File: src/design/ptd_pkg.sv
// Shared types, codes and helpers of the periodic task dispatcher.
package ptd_pkg;

  localparam int MAX_TASKS_DEF = 16;

  localparam int IN_DATA_W  = 88;
  localparam int OUT_DATA_W = 32;

  // Operation codes; codes ten to fifteen mean nothing and do nothing.
  localparam logic [3:0] OP_ADD     = 4'd0;
  localparam logic [3:0] OP_EN_ID   = 4'd1;
  localparam logic [3:0] OP_DIS_ID  = 4'd2;
  localparam logic [3:0] OP_EN_HDL  = 4'd3;
  localparam logic [3:0] OP_DIS_HDL = 4'd4;
  localparam logic [3:0] OP_DEL_ID  = 4'd5;
  localparam logic [3:0] OP_DEL_HDL = 4'd6;
  localparam logic [3:0] OP_PER_ID  = 4'd7;
  localparam logic [3:0] OP_PER_HDL = 4'd8;
  localparam logic [3:0] OP_POLL    = 4'd9;

  localparam logic [1:0] ST_OK      = 2'd0;
  localparam logic [1:0] ST_FULL    = 2'd1;
  localparam logic [1:0] ST_NOMATCH = 2'd2;
  localparam logic [1:0] ST_EMPTY   = 2'd3;

  typedef enum logic [1:0] {
    KIND_EN  = 2'd0,
    KIND_DIS = 2'd1,
    KIND_DEL = 2'd2,
    KIND_PER = 2'd3
  } kind_t;

  typedef struct packed {
    logic        en;
    logic [31:0] last_run;
    logic [31:0] period;
    logic [7:0]  handle;
    logic [7:0]  id;
  } entry_t;

  typedef enum logic [1:0] {
    RA_IDX  = 2'd0,
    RA_SKN  = 2'd1,
    RA_LAST = 2'd2,
    RA_CUR  = 2'd3
  } rd_sel_t;

  typedef enum logic [2:0] {
    WR_NONE  = 3'd0,
    WR_MOD   = 3'd1,
    WR_SHIFT = 3'd2,
    WR_ADD   = 3'd3,
    WR_POLL  = 3'd4
  } wr_sel_t;

  typedef enum logic [2:0] {
    RES_NONE    = 3'd0,
    RES_FULL    = 3'd1,
    RES_NOMATCH = 3'd2,
    RES_EMPTY   = 3'd3,
    RES_ADD     = 3'd4,
    RES_DISP    = 3'd5
  } res_t;

  // Commands from the controller to the datapath.
  typedef struct packed {
    logic    load;
    logic    rd_en;
    rd_sel_t rd_sel;
    wr_sel_t wr_sel;
    logic    idx_inc;
    logic    idx_pc;
    logic    sk_load;
    logic    sk_inc;
    logic    del_done;
    logic    hit_set;
    logic    cur_poll;
    res_t    res;
    logic    out_load;
  } cmd_t;

  // Status from the datapath to the controller.
  typedef struct packed {
    logic [3:0] op;
    logic       cnt_zero;
    logic       full;
    logic       idx_end;
    logic       sk_last;
    logic       match;
    logic       due;
    logic       hit;
    logic       out_free;
  } stat_t;

  function automatic kind_t op_kind(logic [3:0] op);
    kind_t k;
    case (op)
      OP_EN_ID, OP_EN_HDL:   k = KIND_EN;
      OP_DIS_ID, OP_DIS_HDL: k = KIND_DIS;
      OP_DEL_ID, OP_DEL_HDL: k = KIND_DEL;
      default:               k = KIND_PER;
    endcase
    return k;
  endfunction

  function automatic logic op_by_handle(logic [3:0] op);
    return (op == OP_EN_HDL) || (op == OP_DIS_HDL) || (op == OP_DEL_HDL) ||
           (op == OP_PER_HDL);
  endfunction

  function automatic logic [31:0] clamp_period(logic [31:0] p);
    return (p == 32'd0) ? 32'd1 : p;
  endfunction

endpackage

File: src/design/ptd_ctrl.sv
// Sequencing state machine of the periodic task dispatcher.
module ptd_ctrl (
  input  logic             clk,
  input  logic             rst_n,
  input  logic             in_tvalid,
  output logic             in_tready,
  input  ptd_pkg::stat_t   stat,
  output ptd_pkg::cmd_t    cmd
);

  typedef enum logic [8:0] {
    S_IDLE = 9'b000000001,
    S_DEC  = 9'b000000010,
    S_ADD  = 9'b000000100,
    S_WALK = 9'b000001000,
    S_EVAL = 9'b000010000,
    S_SRD  = 9'b000100000,
    S_SWR  = 9'b001000000,
    S_POLL = 9'b010000000,
    S_FIN  = 9'b100000000
  } state_t;

  state_t state_r, state_nxt;
  logic   by_hdl;
  ptd_pkg::kind_t kind;

  assign by_hdl    = ptd_pkg::op_by_handle(stat.op);
  assign kind      = ptd_pkg::op_kind(stat.op);
  assign in_tready = (state_r == S_IDLE);

  always_ff @(posedge clk) begin
    if (!rst_n) begin
      state_r <= S_IDLE;
    end else begin
      state_r <= state_nxt;
    end
  end

  always_comb begin
    state_nxt = state_r;
    cmd       = '0;
    case (state_r)
      S_IDLE: begin
        if (in_tvalid) begin
          cmd.load  = 1'b1;
          state_nxt = S_DEC;
        end
      end
      S_DEC: begin
        case (stat.op)
          ptd_pkg::OP_ADD: begin
            if (stat.full) begin
              cmd.res   = ptd_pkg::RES_FULL;
              state_nxt = S_FIN;
            end else if (stat.cnt_zero) begin
              cmd.wr_sel = ptd_pkg::WR_ADD;
              cmd.res    = ptd_pkg::RES_ADD;
              state_nxt  = S_FIN;
            end else begin
              cmd.rd_en  = 1'b1;
              cmd.rd_sel = ptd_pkg::RA_LAST;
              state_nxt  = S_ADD;
            end
          end
          ptd_pkg::OP_POLL: begin
            if (stat.cnt_zero) begin
              cmd.res   = ptd_pkg::RES_EMPTY;
              state_nxt = S_FIN;
            end else begin
              cmd.rd_en  = 1'b1;
              cmd.rd_sel = ptd_pkg::RA_CUR;
              cmd.idx_pc = 1'b1;
              state_nxt  = S_POLL;
            end
          end
          ptd_pkg::OP_EN_ID, ptd_pkg::OP_DIS_ID, ptd_pkg::OP_EN_HDL, ptd_pkg::OP_DIS_HDL,
          ptd_pkg::OP_DEL_ID, ptd_pkg::OP_DEL_HDL, ptd_pkg::OP_PER_ID,
          ptd_pkg::OP_PER_HDL: begin
            state_nxt = S_WALK;
          end
          default: begin
            state_nxt = S_FIN;
          end
        endcase
      end
      S_ADD: begin
        cmd.wr_sel = ptd_pkg::WR_ADD;
        cmd.res    = ptd_pkg::RES_ADD;
        state_nxt  = S_FIN;
      end
      S_WALK: begin
        if (stat.idx_end) begin
          if (!stat.hit) begin
            cmd.res = ptd_pkg::RES_NOMATCH;
          end
          state_nxt = S_FIN;
        end else begin
          cmd.rd_en  = 1'b1;
          cmd.rd_sel = ptd_pkg::RA_IDX;
          state_nxt  = S_EVAL;
        end
      end
      S_EVAL: begin
        if (stat.match) begin
          cmd.hit_set = 1'b1;
          if (kind == ptd_pkg::KIND_DEL) begin
            cmd.sk_load = 1'b1;
            state_nxt   = S_SRD;
          end else begin
            cmd.wr_sel = ptd_pkg::WR_MOD;
            if (by_hdl) begin
              cmd.idx_inc = 1'b1;
              state_nxt   = S_WALK;
            end else begin
              state_nxt = S_FIN;
            end
          end
        end else begin
          cmd.idx_inc = 1'b1;
          state_nxt   = S_WALK;
        end
      end
      S_SRD: begin
        if (stat.sk_last) begin
          cmd.del_done = 1'b1;
          state_nxt    = by_hdl ? S_WALK : S_FIN;
        end else begin
          cmd.rd_en  = 1'b1;
          cmd.rd_sel = ptd_pkg::RA_SKN;
          state_nxt  = S_SWR;
        end
      end
      S_SWR: begin
        cmd.wr_sel = ptd_pkg::WR_SHIFT;
        cmd.sk_inc = 1'b1;
        state_nxt  = S_SRD;
      end
      S_POLL: begin
        cmd.cur_poll = 1'b1;
        if (stat.due) begin
          cmd.wr_sel = ptd_pkg::WR_POLL;
          cmd.res    = ptd_pkg::RES_DISP;
        end
        state_nxt = S_FIN;
      end
      S_FIN: begin
        if (stat.out_free) begin
          cmd.out_load = 1'b1;
          state_nxt    = S_IDLE;
        end
      end
      default: begin
        state_nxt = S_IDLE;
      end
    endcase
  end

endmodule

File: src/design/ptd_dp.sv
// Task table memory, counters and result register of the periodic task dispatcher.
module ptd_dp #(
  parameter int MAX_TASKS = ptd_pkg::MAX_TASKS_DEF
) (
  input  logic                          clk,
  input  logic                          rst_n,
  input  logic [ptd_pkg::IN_DATA_W-1:0] in_tdata,
  output logic                          out_tvalid,
  input  logic                          out_tready,
  output logic [ptd_pkg::OUT_DATA_W-1:0] out_tdata,
  input  ptd_pkg::cmd_t                 cmd,
  output ptd_pkg::stat_t                stat
);

  localparam int CW = $clog2(MAX_TASKS + 1);
  localparam int AW = (MAX_TASKS > 1) ? $clog2(MAX_TASKS) : 1;
  localparam logic [CW-1:0] CNT_MAX = CW'(MAX_TASKS);
  localparam logic [CW-1:0] CNT_ONE = CW'(1);

  ptd_pkg::entry_t mem [MAX_TASKS];
  ptd_pkg::entry_t rd_q;

  // Captured item.
  logic [3:0]  op_r;
  logic [7:0]  tid_r;
  logic [7:0]  th_r;
  logic [31:0] per_r;
  logic        en_r;
  logic [31:0] now_r;

  logic [CW-1:0] count_r, cursor_r, idx_r, sk_r;
  logic          hit_r;

  // Result being built and the output register.
  logic        disp_r;
  logic [7:0]  rh_r, rid_r, aid_r;
  logic [1:0]  st_r;
  logic        out_valid_r;
  logic [26:0] out_r;

  logic [CW-1:0]   pc, raddr_c, waddr_c, sk_nxt_c;
  logic [CW:0]     sk_plus;
  logic [7:0]      new_id, key, rd_key;
  logic            wr_en;
  ptd_pkg::entry_t wdata;
  ptd_pkg::kind_t  kind;

  assign kind     = ptd_pkg::op_kind(op_r);
  assign pc       = (cursor_r >= count_r) ? '0 : cursor_r;
  assign sk_plus  = {1'b0, sk_r} + {{CW{1'b0}}, 1'b1};
  assign sk_nxt_c = sk_plus[CW-1:0];
  assign new_id   = (count_r == '0) ? 8'd0 : rd_q.id + 8'd1;
  assign key      = ptd_pkg::op_by_handle(op_r) ? th_r : tid_r;
  assign rd_key   = ptd_pkg::op_by_handle(op_r) ? rd_q.handle : rd_q.id;

  always_comb begin
    case (cmd.rd_sel)
      ptd_pkg::RA_IDX:  raddr_c = idx_r;
      ptd_pkg::RA_SKN:  raddr_c = sk_nxt_c;
      ptd_pkg::RA_LAST: raddr_c = count_r - CNT_ONE;
      ptd_pkg::RA_CUR:  raddr_c = pc;
      default:          raddr_c = idx_r;
    endcase
  end

  always_comb begin
    wr_en   = 1'b1;
    waddr_c = idx_r;
    wdata   = rd_q;
    case (cmd.wr_sel)
      ptd_pkg::WR_MOD: begin
        case (kind)
          ptd_pkg::KIND_EN:  wdata.en = 1'b1;
          ptd_pkg::KIND_DIS: wdata.en = 1'b0;
          ptd_pkg::KIND_PER: wdata.period = ptd_pkg::clamp_period(per_r);
          default:           wdata = rd_q;
        endcase
      end
      ptd_pkg::WR_SHIFT: begin
        waddr_c = sk_r;
      end
      ptd_pkg::WR_ADD: begin
        waddr_c        = count_r;
        wdata.id       = new_id;
        wdata.handle   = th_r;
        wdata.period   = ptd_pkg::clamp_period(per_r);
        wdata.last_run = 32'd0;
        wdata.en       = en_r;
      end
      ptd_pkg::WR_POLL: begin
        wdata.last_run = now_r;
      end
      default: begin
        wr_en = 1'b0;
      end
    endcase
  end

  always_ff @(posedge clk) begin
    if (wr_en) begin
      mem[waddr_c[AW-1:0]] <= wdata;
    end
    if (cmd.rd_en) begin
      rd_q <= mem[raddr_c[AW-1:0]];
    end
  end

  always_ff @(posedge clk) begin
    if (cmd.load) begin
      op_r  <= in_tdata[3:0];
      tid_r <= in_tdata[11:4];
      th_r  <= in_tdata[19:12];
      per_r <= in_tdata[51:20];
      en_r  <= in_tdata[52];
      now_r <= in_tdata[84:53];
    end
    if (cmd.load) begin
      disp_r <= 1'b0;
      rh_r   <= 8'd0;
      rid_r  <= 8'd0;
      aid_r  <= 8'd0;
      st_r   <= ptd_pkg::ST_OK;
    end else begin
      case (cmd.res)
        ptd_pkg::RES_FULL:    st_r <= ptd_pkg::ST_FULL;
        ptd_pkg::RES_NOMATCH: st_r <= ptd_pkg::ST_NOMATCH;
        ptd_pkg::RES_EMPTY:   st_r <= ptd_pkg::ST_EMPTY;
        ptd_pkg::RES_ADD:     aid_r <= new_id;
        ptd_pkg::RES_DISP: begin
          disp_r <= 1'b1;
          rh_r   <= rd_q.handle;
          rid_r  <= rd_q.id;
        end
        default: begin
        end
      endcase
    end
    if (cmd.out_load) begin
      out_r <= {st_r, aid_r, rid_r, rh_r, disp_r};
    end
    if (cmd.sk_load) begin
      sk_r <= idx_r;
    end else if (cmd.sk_inc) begin
      sk_r <= sk_nxt_c;
    end
  end

  always_ff @(posedge clk) begin
    if (!rst_n) begin
      count_r     <= '0;
      cursor_r    <= '0;
      idx_r       <= '0;
      hit_r       <= 1'b0;
      out_valid_r <= 1'b0;
    end else begin
      if (cmd.load) begin
        idx_r <= '0;
        hit_r <= 1'b0;
      end else if (cmd.idx_pc) begin
        idx_r <= pc;
      end else if (cmd.idx_inc) begin
        idx_r <= idx_r + CNT_ONE;
      end
      if (cmd.hit_set) begin
        hit_r <= 1'b1;
      end
      if (cmd.wr_sel == ptd_pkg::WR_ADD) begin
        count_r <= count_r + CNT_ONE;
        if (cursor_r >= count_r) begin
          cursor_r <= count_r + CNT_ONE;
        end
      end else if (cmd.del_done) begin
        count_r <= count_r - CNT_ONE;
        if (cursor_r > idx_r) begin
          cursor_r <= cursor_r - CNT_ONE;
        end
      end else if (cmd.cur_poll) begin
        cursor_r <= idx_r + CNT_ONE;
      end
      if (cmd.out_load) begin
        out_valid_r <= 1'b1;
      end else if (out_tready) begin
        out_valid_r <= 1'b0;
      end
    end
  end

  always_comb begin
    stat.op       = op_r;
    stat.cnt_zero = (count_r == '0);
    stat.full     = (count_r >= CNT_MAX);
    stat.idx_end  = (idx_r >= count_r);
    stat.sk_last  = (sk_plus >= {1'b0, count_r});
    stat.match    = (rd_key == key);
    stat.due      = rd_q.en && ((now_r - rd_q.last_run) >= rd_q.period);
    stat.hit      = hit_r;
    stat.out_free = !out_valid_r || out_tready;
  end

  assign out_tvalid = out_valid_r;
  assign out_tdata  = {5'd0, out_r};

endmodule

File: src/design/periodic_task_dispatcher.sv
// Top level of the periodic task dispatcher: controller plus table datapath.
//
//  Channel  Direction  Word contents
//  in_*     slave      op, id, handle, period, start enable, now (88-bit tdata)
//  out_*    master     dispatch, run handle, run id, assigned id, status (32-bit tdata)
//
// Each word runs one operation to completion before the next word is taken.
// An add reads the last entry for the new id and then writes; a poll reads the entry at
// the cursor and writes it back if due. An add to an empty table, a poll of an empty
// table and an unknown code skip the read. A lookup reads and tests one entry at a
// time, and a delete moves each later entry down by a read and a write. The worst case
// is a delete by handle that removes every entry.
// Reset (rst_n, synchronous) empties the table and parks the cursor at list end.
// A finished result waits in the output register while the next word is taken.
module periodic_task_dispatcher #(
  parameter int MAX_TASKS = ptd_pkg::MAX_TASKS_DEF
) (
  input  logic                           clk,
  input  logic                           rst_n,
  input  logic                           in_tvalid,
  output logic                           in_tready,
  // [3:0] operation, [11:4] task_id, [19:12] task_handle, [51:20] period_ms,
  // [52] start_enabled, [84:53] now_ms, [87:85] zero
  input  logic [ptd_pkg::IN_DATA_W-1:0]  in_tdata,
  output logic                           out_tvalid,
  input  logic                           out_tready,
  // [0] dispatch, [8:1] run_handle, [16:9] run_id, [24:17] assigned_id,
  // [26:25] status, [31:27] zero
  output logic [ptd_pkg::OUT_DATA_W-1:0] out_tdata
);

  // Commands and status between the sequencer and the table datapath.
  ptd_pkg::cmd_t  cmd;
  ptd_pkg::stat_t stat;

  ptd_ctrl u_ctrl (
    .clk       (clk),
    .rst_n     (rst_n),
    .in_tvalid (in_tvalid),
    .in_tready (in_tready),
    .stat      (stat),
    .cmd       (cmd)
  );

  ptd_dp #(
    .MAX_TASKS (MAX_TASKS)
  ) u_dp (
    .clk        (clk),
    .rst_n      (rst_n),
    .in_tdata   (in_tdata),
    .out_tvalid (out_tvalid),
    .out_tready (out_tready),
    .out_tdata  (out_tdata),
    .cmd        (cmd),
    .stat       (stat)
  );

endmodule
File: config.mk
export PLATFORM = sky130hd
export DESIGN_NAME = periodic_task_dispatcher
export DESIGN_NICKNAME = d
export VERILOG_FILES = /design/src/design/ptd_pkg.sv /design/src/design/ptd_ctrl.sv /design/src/design/ptd_dp.sv /design/src/design/periodic_task_dispatcher.sv
export SDC_FILE = /design/constraint.sdc
export NUM_CORES = 2
export LEC_CHECK = 0
export ABC_AREA = 1
export BUFFER_PORTS_ARGS = -buffer_cell sky130_fd_sc_hd__buf_2
export CAP_MARGIN = 25
export CORE_ASPECT_RATIO = 1.5
export CORE_MARGIN = 10
export CORE_UTILIZATION = 50
export CTS_BUF_LIST = sky130_fd_sc_hd__clkbuf_2 sky130_fd_sc_hd__clkbuf_4 sky130_fd_sc_hd__clkbuf_8
export DETAILED_ROUTE_END_ITERATION = 7
export GPL_TIMING_DRIVEN = 0
export PLACE_DENSITY = 0.68
export SLEW_MARGIN = 20
export SYNTH_ARGS = -nofsm -noshare
export SYNTH_HDL_FRONTEND = slang
export SYNTH_HIERARCHICAL = 1
export SYNTH_SLANG_ARGS = --single-unit
File: constraint.sdc
create_clock -name clk -period 7.7 [get_ports clk]
set_input_delay 1.54 -clock clk [delete_from_list [all_inputs] [get_ports clk]]
set_output_delay 1.54 -clock clk [all_outputs]
set_load 0.05 [all_outputs]
==> results.json <==
{
  "status": "finished clean",
  "required_ns": 8.35,
  "yosys_register_bits": 1547,
  "die_x_um": 325,
  "clock-root-buffer": "clkbuf_8",
  "final_util_pct": 57.5,
  "rsz0062_at_grt": "false",
  "dr_total_vias": 50900,
  "cts_hold_buffers": 0,
  "cts_max_level": 4,
  "cp_slowest_cell": "a211oi_1",
  "synth_area_leaders": "edfxtp_1, nand3_1, nand2_1",
  "yosys.area.top_type_share_pct": 64.3,
  "start_kind": "register",
  "fp.dieArea_um2": 155000,
  "synth_commonest_cells": "nand3_1, edfxtp_1, nand2_1",
  "worst_pin_slew_ns": 1.09,
  "grt_start_max_net_pins": 32,
  "syn_area_per_cell_um2": 10.6,
  "syn_inst": 6614,
  "die_h_um": 478,
  "drt_iter0_markers": 5608,
  "critPathKind": "reg2reg",
  "cts_buffer_depth": 3,
  "crit_path_max_incr_delay_ns": 0.45,
  "crit_fanout": 22,
  "routed_wl_mm": 205,
  "area.growth.synth_to_final_pct": 13.9,
  "fin_skew_ns": 0.0599,
  "start_util_pct": 50.5,
  "cts_setup_buffers": 0,
  "p_leak_nw": 32.8,
  "drv_slew": 0,
  "cts_sinks": 1547,
  "drive_gt1_share_pct": 13.3,
  "async_reset_ff_share_pct": 0,
  "ys_types": 55,
  "min_path_type": "reg2reg",
  "dpl.cell_count": 8694,
  "grt_pass1_vias": 49100,
  "antenna_found_initial": 11,
  "vdd_drop_max_uv": 168,
  "cap_violations": 0,
  "power_density_nw_per_um2": 202,
  "grt_pass1_wl_mm": 300,
  "cpMostUsedCell": "inv_1",
  "cp.buffers_inverters": 10,
  "place_congestion": 0.922,
  "final-seq-area_um2": 45900,
  "fin_crit_sh_pct": 93.2,
  "ios": 126,
  "drtAntennaViolNets": 0,
  "wire_per_inst_um": 22.4,
  "synth_enable_flop_cells": 1494,
  "dr.pass1.iters": 7,
  "grt-ovfl-total": 0,
  "cts_tree": "done",
  "design_area_um2": 79500,
  "multi_input_area_um2": 18500,
  "cts_resized": 0,
  "crit_family": "simple AND/OR/NAND/NOR gates",
  "n_fill_cell": 11500,
  "synth_largest_area_cell": "edfxtp_1",
  "synth_ff_type": "edfxtp_1",
  "cts-buffers-inserted": 219,
  "grt_use_total_pct": 25.5,
  "timing.setup.tns_ns": 0,
  "insertion_delay_ns": 0.98,
  "nNetsFinal": 7255,
  "slew_headroom_pct": 27.5,
  "via_per_inst": 5.58,
  "port_buffers": 117,
  "post-route-drc-count": 0,
  "core_um2": 138000,
  "arrival_ns": 7.82,
  "ys_seq_area_share_pct": 65.8,
  "hold_viol": 0,
  "synth.most_common_cell": "nand3_1",
  "finalNonFillerCells": 9124,
  "max_freq_mhz": 139,
  "fin_crit_ns": 7.18,
  "place_area_um2": 74900,
  "hpwlAfterDp_mm": 145,
  "finalSetupViolCount": 0,
  "cts.clk_slew.worst_paths_ns": 0.06,
  "endpoint_kind": "register",
  "row_count": 167,
  "synth_warnings": 6,
  "syn_area_um2": 69800
}
kinds of logic (layout without fill, tap and decap cells):
logic type / Yosys count / after routing / share of synthesized area, %
xor+xnor: 53 / 53 / 0.665
other cells: 1 / 17 / 0.00537
buf+inv: 1461 / 2096 / 8.42
flops: 1547 / 1547 / 65.8
simple gates: 3164 / 3164 / 21.0
compound gates: 298 / 298 / 2.47
fa+ha+maj: 90 / 90 / 1.62
per-stage QoR:
stage | total power [mW] | hold slack [ns] | setup WS [ns]
floorplan | 9.56 | 0.403 | -0.266
global placement | 9.69 | 0.412 | -4.69
detailed placement | 9.70 | 0.413 | 0.463
CTS | 16.2 | 0.431 | 0.430
global route | 16.6 | 0.442 | 0.00799
finish | 16.1 | 0.432 | 0.524
flip-flops by register name, summed over array words and instances, names as in the netlist:
name	flops
u_dp/rh_r	8
u_dp/disp_r	1
u_dp/mem	1296
u_dp/sk_r	5
u_dp/count_r	5
u_dp/out_r	27
u_dp/out_tvalid	1
u_dp/aid_r	8
u_ctrl/state_r	9
u_dp/st_r	2
u_dp/now_r	32
u_dp/idx_r	5
u_dp/hit_r	1
u_dp/tid_r	8
u_dp/per_r	32
u_dp/th_r	8
u_dp/rd_q	81
u_dp/rid_r	8
u_dp/op_r	4
u_dp/cursor_r	5
u_dp/en_r	1
final cells by class:
| type | count | area share, % |
|---|---|---|
| Antenna cell | 12 | 0.0378 |
| Buffer | 368 | 2.24 |
| Clock buffer | 303 | 4.66 |
| Clock inverter | 98 | 0.927 |
| Inverter | 1093 | 5.16 |
| Multi-Input combinational cell | 3610 | 23.2 |
| Sequential cell | 1547 | 57.7 |
| Tap cell | 1859 | 2.92 |
| Timing Repair Buffer | 234 | 3.09 |
power breakdown:
part | switching, mW | internal (mW) | total, mW
Sequential | 0.0468 | 9.15 | 9.20
Combinational | 0.222 | 0.115 | 0.337
Clock | 3.17 | 3.40 | 6.57
Total | 3.44 | 12.7 | 16.1
cell usage in the layout, fill, tap and decap left out, drive strengths merged, types with 5 or more instances in the layout:
cell type	count
o21ai	74
conb	5
inv	1097
nor2	116
clkinv	83
nand3	1548
bufinv	8
nor4	7
a21o	7
nand3b	170
nand2	1271
buf	521
clkbuf	384
or2	6
o21bai	7
xnor2	15
ha	89
xor2	38
a21oi	114
nor3	21
diode	12
dfxtp	53
nand4	22
a31oi	5
o22ai	58
edfxtp	1494
worst paths after layout:
check	start	end	slack (ns)	depth (start not counted)
hold reg to reg	u_dp/aid_r[6]	u_dp/out_r[23]	0.43	0
setup reg to reg	u_dp/now_r[0]	u_dp/mem[14][34]	0.52	34
setup / recovery	u_dp/now_r[0]	u_dp/mem[14][34]	0.52	34
hold / removal	u_dp/aid_r[6]	u_dp/out_r[23]	0.43	0
routing by layer:
layer / part of all wire, % / vias to the layer above / global-route usage (%)
met5: 0 / - / 0
li1: - / 23400 / -
met1: 37 / 24500 / 30.1
met4: 6.9 / 0 / 17.2
met3: 8.3 / 611 / 5.06
met2: 48 / 2451 / 42.1
Note: power is estimated with default switching activity, not from simulation.
